## src/rtl/core/ilem_pkg.sv

```systemverilog
`default_nettype none
// ----------------------------------------------------------------------------
// ilem_pkg: shared types and constants of the Ising lattice energy block
// Lattice size, derived widths, action and register codes, and the command
// and status words that pass between the controller and the datapath.
// ----------------------------------------------------------------------------
package ilem_pkg;

   localparam int SIDE   = 64;
   localparam int SITES  = SIDE * SIDE;
   localparam int ADDR_W = (SIDE > 1) ? $clog2(SIDE) : 1;

   // Port field widths are fixed by the interface.
   localparam int ACTION_W  = 2;
   localparam int COORD_W   = 6;
   localparam int MAG_OUT_W = 14;
   localparam int ENERGY_W  = 30;
   localparam int CSR_IDX_W = 2;
   localparam int CSR_W     = 16;

   // Accumulator and arithmetic widths follow from the lattice size.
   localparam int PC_W   = $clog2(SIDE + 1);
   localparam int POP_W  = $clog2(SITES + 1);
   localparam int DIS_W  = $clog2(2 * SITES + 1);
   localparam int MAG_W  = POP_W + 2;
   localparam int BOND_W = DIS_W + 2;
   localparam int JB_W   = CSR_W + BOND_W;
   localparam int BM_W   = CSR_W + MAG_W;
   localparam int ESUM_W = ((JB_W > BM_W) ? JB_W : BM_W) + 1;

   localparam logic [CSR_W-1:0] COUPLING_RESET = 16'h0100;
   localparam logic [CSR_W-1:0] FIELD_RESET    = 16'h0000;

   typedef enum logic [ACTION_W-1:0] {
      ACT_FLIP    = 2'd0,
      ACT_WRITE   = 2'd1,
      ACT_MEASURE = 2'd2,
      ACT_NONE    = 2'd3
   } action_type;

   typedef enum logic [CSR_IDX_W-1:0] {
      CSR_COUPLING = 2'd0,
      CSR_FIELD    = 2'd1
   } csr_index_type;

   typedef enum logic [1:0] {
      SRC_ITEM  = 2'd0,
      SRC_COUNT = 2'd1,
      SRC_LAST  = 2'd2
   } rd_src_type;

   typedef struct packed {
      logic              latch_item;
      logic              rd_en;
      rd_src_type        rd_src;
      logic [ADDR_W-1:0] cnt;
      logic              wr_en;
      logic              clr_acc;
      logic              load_prev;
      logic              accum;
      logic              do_mul;
      logic              do_sum;
   } cmd_type;

   typedef struct packed {
      logic in_range;
   } status_type;

endpackage : ilem_pkg
`default_nettype wire

```

## src/rtl/core/ilem_ctrl.sv

```systemverilog
`default_nettype none
// ----------------------------------------------------------------------------
// ilem_ctrl: sequencer of the Ising lattice energy block
// Decodes each accepted word, steps the row counter of a lattice walk and
// drives the datapath commands and the result strobe.
// ----------------------------------------------------------------------------
module ilem_ctrl
   import ilem_pkg::*;
(
   input  wire logic                clock,
   input  wire logic                reset,
   input  wire logic                start,
   input  wire logic [ACTION_W-1:0] req_action,
   input  wire status_type          status,
   output      cmd_type             cmd,
   output      logic                busy,
   output      logic                rsp_valid
);

   typedef enum logic [7:0] {
      S_IDLE  = 8'b0000_0001,
      S_RD    = 8'b0000_0010,
      S_WR    = 8'b0000_0100,
      S_PRIME = 8'b0000_1000,
      S_WALK  = 8'b0001_0000,
      S_LAST  = 8'b0010_0000,
      S_MUL   = 8'b0100_0000,
      S_SUM   = 8'b1000_0000
   } state_type;

   state_type         state_ff, state_in;
   logic [ADDR_W-1:0] cnt_ff, cnt_in;
   logic              rsp_valid_ff, rsp_valid_in;

   always_comb begin
      state_in     = state_ff;
      cnt_in       = cnt_ff;
      rsp_valid_in = 1'b0;
      cmd          = '0;
      cmd.rd_src   = SRC_ITEM;
      cmd.cnt      = cnt_ff;
      case (state_ff)
         S_IDLE: begin
            cmd.latch_item = start;
            if (start) begin
               case (action_type'(req_action))
                  ACT_FLIP, ACT_WRITE: begin
                     if (status.in_range) begin
                        state_in = S_RD;
                     end
                  end
                  ACT_MEASURE: state_in = S_PRIME;
                  default: state_in = S_IDLE;
               endcase
            end
         end
         S_RD: begin
            cmd.rd_en = 1'b1;
            state_in  = S_WR;
         end
         S_WR: begin
            cmd.wr_en = 1'b1;
            state_in  = S_IDLE;
         end
         S_PRIME: begin
            // The last row is read first: it is the upper neighbor of row zero.
            cmd.rd_en   = 1'b1;
            cmd.rd_src  = SRC_LAST;
            cmd.clr_acc = 1'b1;
            cnt_in      = '0;
            state_in    = S_WALK;
         end
         S_WALK: begin
            cmd.rd_en  = 1'b1;
            cmd.rd_src = SRC_COUNT;
            if (cnt_ff == '0) begin
               cmd.load_prev = 1'b1;
            end else begin
               cmd.accum = 1'b1;
            end
            cnt_in = cnt_ff + 1'b1;
            if (cnt_ff == ADDR_W'(SIDE - 1)) begin
               state_in = S_LAST;
            end
         end
         S_LAST: begin
            cmd.accum = 1'b1;
            state_in  = S_MUL;
         end
         S_MUL: begin
            cmd.do_mul = 1'b1;
            state_in   = S_SUM;
         end
         S_SUM: begin
            cmd.do_sum   = 1'b1;
            rsp_valid_in = 1'b1;
            state_in     = S_IDLE;
         end
         default: state_in = S_IDLE;
      endcase
   end

   always_ff @(posedge clock) begin
      if (reset) begin
         state_ff     <= S_IDLE;
         cnt_ff       <= '0;
         rsp_valid_ff <= 1'b0;
      end else begin
         state_ff     <= state_in;
         cnt_ff       <= cnt_in;
         rsp_valid_ff <= rsp_valid_in;
      end
   end

   assign busy      = (state_ff != S_IDLE);
   assign rsp_valid = rsp_valid_ff;

endmodule : ilem_ctrl
`default_nettype wire

```

## config.mk

```make
export PLATFORM = sky130hd
export DESIGN_NAME = ilem_ctrl
export DESIGN_NICKNAME = d
export VERILOG_FILES = /design/src/rtl/core/ilem_pkg.sv /design/src/rtl/core/ilem_ctrl.sv
export SDC_FILE = /design/constraint.sdc
export NUM_CORES = 1
export LEC_CHECK = 0
export ABC_AREA = 1
export BUFFER_PORTS_ARGS = -buffer_cell sky130_fd_sc_hd__clkbuf_2
export CAP_MARGIN = 40
export CORE_ASPECT_RATIO = 1.2
export CORE_MARGIN = 2
export CORE_UTILIZATION = 40
export CTS_BUF_LIST = sky130_fd_sc_hd__clkbuf_2 sky130_fd_sc_hd__clkbuf_4 sky130_fd_sc_hd__clkbuf_8
export DETAILED_ROUTE_END_ITERATION = 16
export SYNTH_ARGS = -nofsm -noshare
export SYNTH_HDL_FRONTEND = slang
export SYNTH_SLANG_ARGS = --single-unit
export TNS_END_PERCENT = 10
```

## constraint.sdc

```tcl
create_clock -name clock -period 3.7 [get_ports clock]
set_input_delay 0.37 -clock clock [delete_from_list [all_inputs] [get_ports clock]]
set_output_delay 0.37 -clock clock [all_outputs]
set_load 0.05 [all_outputs]
```

==> results of run 1 <==
-- sequential cells by signal (all words and copies together), names as in the netlist --
name and cells:
state_ff 8, cnt_ff 6, rsp_valid 1
-- per-layer routing --
layer  track usage, %  vias to the layer above  wire length, µm
met3            4.027                        4               71
li1                 -                      437                -
met1            18.53                      351              765
met2            29.34                       18              825
met5                0                        -                0
met4            7.143                        0               21
-- area by class of cell --
cell class	instances	area share (%)
Multi-Input combinational cell	85	44.22
Sequential cell	15	30.50
Timing Repair Buffer	23	11.69
Inverter	21	8.005
Clock buffer	4	3.050
Tap cell	20	2.541
-- metrics by stage --
step	setup WS (ps)	power (mW)	cell area [µm²]
2_1_floorplan	1284	0.2425	837.1
3_3_place_gp	1776	0.2593	954.7
3_5_place_dp	1709	0.2601	954.7
4_1_cts	1391	0.3578	984.7
5_1_grt	1222	0.3734	984.7
6_report	1405	0.3544	984.7
-- kinds of logic (layout without fill, tap and decap cells) --
logic type / after synthesis / in the layout / share of synthesized area, %
AO/OA/AOI/OAI: 13 / 13 / 8.221
adder cells (fa/ha/maj): 2 / 2 / 2.989
flip-flops: 15 / 15 / 35.87
buffers and inverters: 24 / 48 / 12.11
AND/OR/NAND/NOR: 70 / 70 / 40.81
-- worst min path at each step --
stage                                           to  depth (start not counted)
after floorplan           state_ff[0]$_SDFFE_PP1P_                          2
after global routing      state_ff[3]$_SDFFE_PP0P_                          3
after global placement      cnt_ff[5]$_SDFFE_PP0P_                          2
after CTS                 state_ff[3]$_SDFFE_PP0P_                          3
after detailed placement    cnt_ff[5]$_SDFFE_PP0P_                          2
final                     state_ff[3]$_SDFFE_PP0P_                          3
-- power by group --
group	switching, mW	internal [mW]
logic	0.0622	0.0240
clock network	0.0500	0.0491
registers	0.00353	0.166
-- worst min-delay path, stage by stage --
cell,delay (ps)
clkbuf_2,100
nand2_1,70
nor3_1,40
-- synth_stat cells (all sizes together) --
library cell,instances
or2,2
nand3b,1
o21ai,6
clkbuf,1
nand3,9
nand4,1
ha,2
nor2,26
nor4,2
dfxtp,15
nor3,5
buf,2
inv,21
nand2,24
a21oi,7
==> reports/qor.yml, run 1 <==
global_routing:
  antenna_found_initial: 0
  grt_max_degree: 13
  grt_pass1_wl_um: 2967
  grt_use_total_pct: 16.59
  grt_overflow: 0
  first_global_vias: 766
floorplanning:
  io_pins: 24
  coreArea_um2: 2027
  die_h_um: 54.11
  initial_core_util_pct: 41.30
  die_area_um2: 2476
  die_x_um: 45.76
  fp-row-count: 18
logic_synthesis:
  synth_top_cell_by_area: "dfxtp_1"
  syn_nets: 132
  ys_seq_area_share_pct: 35.87
  netlist_top_cells_area: "dfxtp_1 36%, nand2_1 9.4%, inv_1 8.5%"
  avgSynthCellArea_um2: 6.750
  synth_top_area_share_pct: 35.87
  yosys_warnings: 0
  netlist_area_um2: 837.1
  synth_cell_type_count: 24
  netlist_instances: 124
  ys_ff_latch: 15
critical_path:
  setup.worst_path.end_class: "primary output"
  critPathKind: "reg -> out"
  path_buf_inv: 1
  worst-r2r-setup-slack_ps: 2130
  crit_path_end: "cmd[14]"
  r2r-start: "state_ff[0]$_SDFFE_PP1P_"
  crit_path_start_kind: "flip-flop"
  cp.arrival_ps: 1920
  max_stage_delay_ps: 390
  cp_max_fo: 11
  path_delay_family: "simple AND/OR/NAND/NOR gates"
  cp.depth: 6
  cp.required_ps: 3330
  worstPathCellList: "nor2_2, nand2_2, nor2_2, nor2_1, o21ai_0, clkbuf_2"
  crit_path_top_delay_cell: "nor2_2"
  r2r_cells: 8
  r2r_end: "state_ff[0]$_SDFFE_PP1P_"
  crit_start: "state_ff[0]$_SDFFE_PP1P_"
  crit_top_cell: "nor2_2"
power_and_ir_drop:
  vdd_ir_drop_max_v: 0.0001821
  leakagePower_nw: 0.4649
  power_density_nw_per_um2: 359.9
timing:
  max_freq_mhz: 435.8
  holdWs_ps: 338.2
  setup_tns_ps: 0
  fin_skew_ps: 2.548
  worst_slew_pin_slew_ps: 441.2
  rsz0062_at_grt: "false"
  drv_slew: 0
  finalHoldViolations: 0
  finalCritPeriodShare_pct: 62.02
  final-setup-viol-count: 0
  timing.slew.headroom_pct: 70.56
  period_minus_slack_ps: 2295
final_layout:
  regArea_um2: 300.3
  nFillCells: 223
  final_common_cell: "clkbuf_2"
  antenna_cells: 0
  nNetsFinal: 157
  stdcell_count: 168
  final_cell_mix: "23 x clkbuf_2, 21 x nand2_1, 19 x inv_1, 19 x nor2_1, 15 x dfxtp_1"
  syn_to_final_growth_pct: 17.64
  multi_input_area_um2: 435.4
  utilization_pct: 48.58
  drive_gt1_share_pct: 28.38
placed_design:
  gp_congestion: 0.8291
  port_buffers: 23
  hpwlAfterDp_um: 1375
  dp_cells: 164
detailed_routing:
  vias_per_cell: 4.821
  antenna_left: 0
  dr.pass1.iters: 4
  wl_per_cell_um: 10.02
  drc: 0
  drtIter0Drc: 8
  vias: 810
  drt-total-wl_um: 1683
cts:
  clock_path_buffers: 2
  cts_tree: "yes"
  cts-htree-levels: 1
  clock_latency_ps: 280
  post_cts_buffers: 0
  hold_buffers: 0
  root_buffer: "clkbuf_4"
  numCtsBuffers: 3
  cts-resized-gates: 0
  clkSlewWorstSetupHoldPaths_ps: 80
  cts.sinks: 15
flow_run:
  drv_cap: 0
min_path:
  hold_path.startpoint: "req_action[1]"
  hold_class: "in -> reg"
status:
  status: "completed"
Power figures use the tool's default switching activity.
==> inputs of run 2 (changes only) <==
--- a/config.mk
+++ b/config.mk
@@ -13,6 +13,7 @@
 export CORE_UTILIZATION = 40
 export CTS_BUF_LIST = sky130_fd_sc_hd__clkbuf_2 sky130_fd_sc_hd__clkbuf_4 sky130_fd_sc_hd__clkbuf_8
 export DETAILED_ROUTE_END_ITERATION = 16
+export PLACE_DENSITY = 0.67
 export SYNTH_ARGS = -nofsm -noshare
 export SYNTH_HDL_FRONTEND = slang
 export SYNTH_SLANG_ARGS = --single-unit
==> constraint.sdc (replaced) <==
create_clock -name clock -period 1.9 [get_ports clock]
set_input_delay 0.19 -clock clock [delete_from_list [all_inputs] [get_ports clock]]
set_output_delay 0.19 -clock clock [all_outputs]
set_load 0.05 [all_outputs]
==> run 2 against run 1 <==
Core utilization grew 1.0 points. Total power grew 93%. Clock power grew 83%. Flip-flop and latch count is the same. Sequential power grew 95%. Via count grew 3.7%. Non-clock buffer count grew 1. Critical path depth is the same.
==> reports/qor.yml, run 2 (synthesized netlist as in run 1, its figures left out) <==
final_layout:
  syn_to_final_growth_pct: 20.18
  antenna_cells: 0
  nFillCells: 205
  regMostFlops: "state_ff"
  final_cell_mix: "21 x nand2_1, 21 x clkbuf_2, 19 x inv_1"
  drive_gt1_share_pct: 30.20
  largest_reg_flops: 8
  nNetsFinal: 158
timing:
  final-setup-viol-count: 0
  setup_tns_ps: 0
  worst_slew_pin_slew_ps: 328.8
  period_minus_slack_ps: 1757
  drv_slew: 0
  rsz0062_at_grt: "false"
  timing.slew.headroom_pct: 77.88
  fin_skew_ps: 9.320
  max_freq_mhz: 569.2
  holdWs_ps: 171.8
  finalHoldViolations: 0
  finalCritPeriodShare_pct: 92.47
floorplanning:
  die_x_um: 45.76
  coreArea_um2: 2027
  io_pins: 24
  die_h_um: 54.11
  die_area_um2: 2476
  fp-row-count: 18
  initial_core_util_pct: 41.30
detailed_routing:
  vias: 840
  wl_per_cell_um: 10.17
  drc: 0
  vias_per_cell: 4.970
  antenna_left: 0
  dr.pass1.iters: 4
  drt-total-wl_um: 1718
  drtIter0Drc: 16
critical_path:
  r2r-start: "cnt_ff[1]$_SDFFE_PP0P_"
  r2r_cells: 7
  path_buf_inv: 1
  setup.worst_path.end_class: "primary output"
  crit_path_top_delay_cell: "dfxtp_1"
  cp.arrival_ps: 1570
  r2r_end: "state_ff[3]$_SDFFE_PP0P_"
  worstPathCellList: "nor2_2, nand2_1, nor2_4, nor2_2, o21ai_0, clkbuf_4"
  path_delay_family: "simple AND/OR/NAND/NOR gates"
  cp_max_fo: 7
  max_stage_delay_ps: 340
  cp.required_ps: 1710
  worst-r2r-setup-slack_ps: 430
  critPathKind: "reg -> out"
  crit_top_cell: "nor2_2"
  crit_path_start_kind: "flip-flop"
global_routing:
  grt_overflow: 0
  grt_use_total_pct: 15.52
  antenna_found_initial: 0
  first_global_vias: 713
  grt_max_degree: 13
  grt_pass1_wl_um: 2766
cts:
  clock_latency_ps: 280
  clkSlewWorstSetupHoldPaths_ps: 80
  hold_buffers: 0
  clock_path_buffers: 2
  numCtsBuffers: 3
  root_buffer: "clkbuf_4"
  cts-htree-levels: 1
  post_cts_buffers: 0
  cts_tree: "yes"
  cts.sinks: 15
status:
  status: "completed"
power_and_ir_drop:
  leakagePower_nw: 0.4722
  vdd_ir_drop_max_v: 0.0005731
  p_total_uw: 684.1
  power_density_nw_per_um2: 680.1
placed_design:
  port_buffers: 23
  hpwlAfterDp_um: 1398
  gp_congestion: 0.8863
min_path:
  hold_end: "state_ff[3]$_SDFFE_PP0P_"
  hold_class: "in -> reg"
  hold_path.startpoint: "req_action[1]"
  whs_path_depth: 3
flow_run:
  drv_cap: 0
[run 2: how the worst max path moves through the flow]
stage,startpoint,end,slack [ps],depth (start not counted)
finish,state_ff[7]$_SDFFE_PP0P_,cmd[14],140,6
global route,state_ff[0]$_SDFFE_PP1P_,cmd[14],9,6
CTS,state_ff[6]$_SDFFE_PP0P_,cmd[3],100,6
detailed placement,state_ff[0]$_SDFFE_PP1P_,cmd[14],280,6
global placement,state_ff[0]$_SDFFE_PP1P_,cmd[14],310,6
floorplan,state_ff[5]$_SDFFE_PP0P_,cmd[14],-150,5
[run 2: what timing repair did]
action / 4_1_cts / 5_1_grt
resized for setup: 3 / 1
gates cloned: 0 / 0
pin swaps: 0 / 0
endpoints found under the setup margin: 1 / 1
[run 2: stage by stage]
step	util (%)	cell area, µm²	setup WS, ps	std cells
CTS	49.63	1006	96.94	169
finish	49.63	1006	143.0	169
global placement	47.78	968.4	310.8	165
floorplan	-	843.3	-151.6	124
global route	49.63	1006	8.510	169
detailed placement	47.78	968.4	277.6	165
[run 2: per-layer routing]
layer / GRT usage [%] / vias up / part of all wire, %
met5: 0 / - / 0
met4: 7.143 / 0 / 1.5
met3: 4.362 / 4 / 4.9
met2: 24.88 / 21 / 46
met1: 18.99 / 376 / 48
li1: - / 439 / -
[run 2: cell type report]
cell class / instances / area (µm²) / area share, %
multi-input combinational: 85 / 449.2 / 44.65
sequential: 15 / 300.3 / 29.85
timing repair buffer: 24 / 125.1 / 12.44
inverter: 21 / 78.83 / 7.836
tap: 20 / 25.02 / 2.488
clock buffer: 3 / 22.52 / 2.239
clock inverter: 1 / 5.005 / 0.4975
[run 2: report_power, final]
group          internal (mW)  switching, mW
Combinational         0.0478          0.125
Clock                 0.0781          0.104
Sequential             0.322        0.00688
[run 2: worst reg2reg max path: stages (launching register included)]
cell	delay (ps)
dfxtp_1	420
ha_1	200
nand2_1	70
nor2_1	150
nand2_1	100
o21ai_2	190
nand2_4	90
nor3_1	160
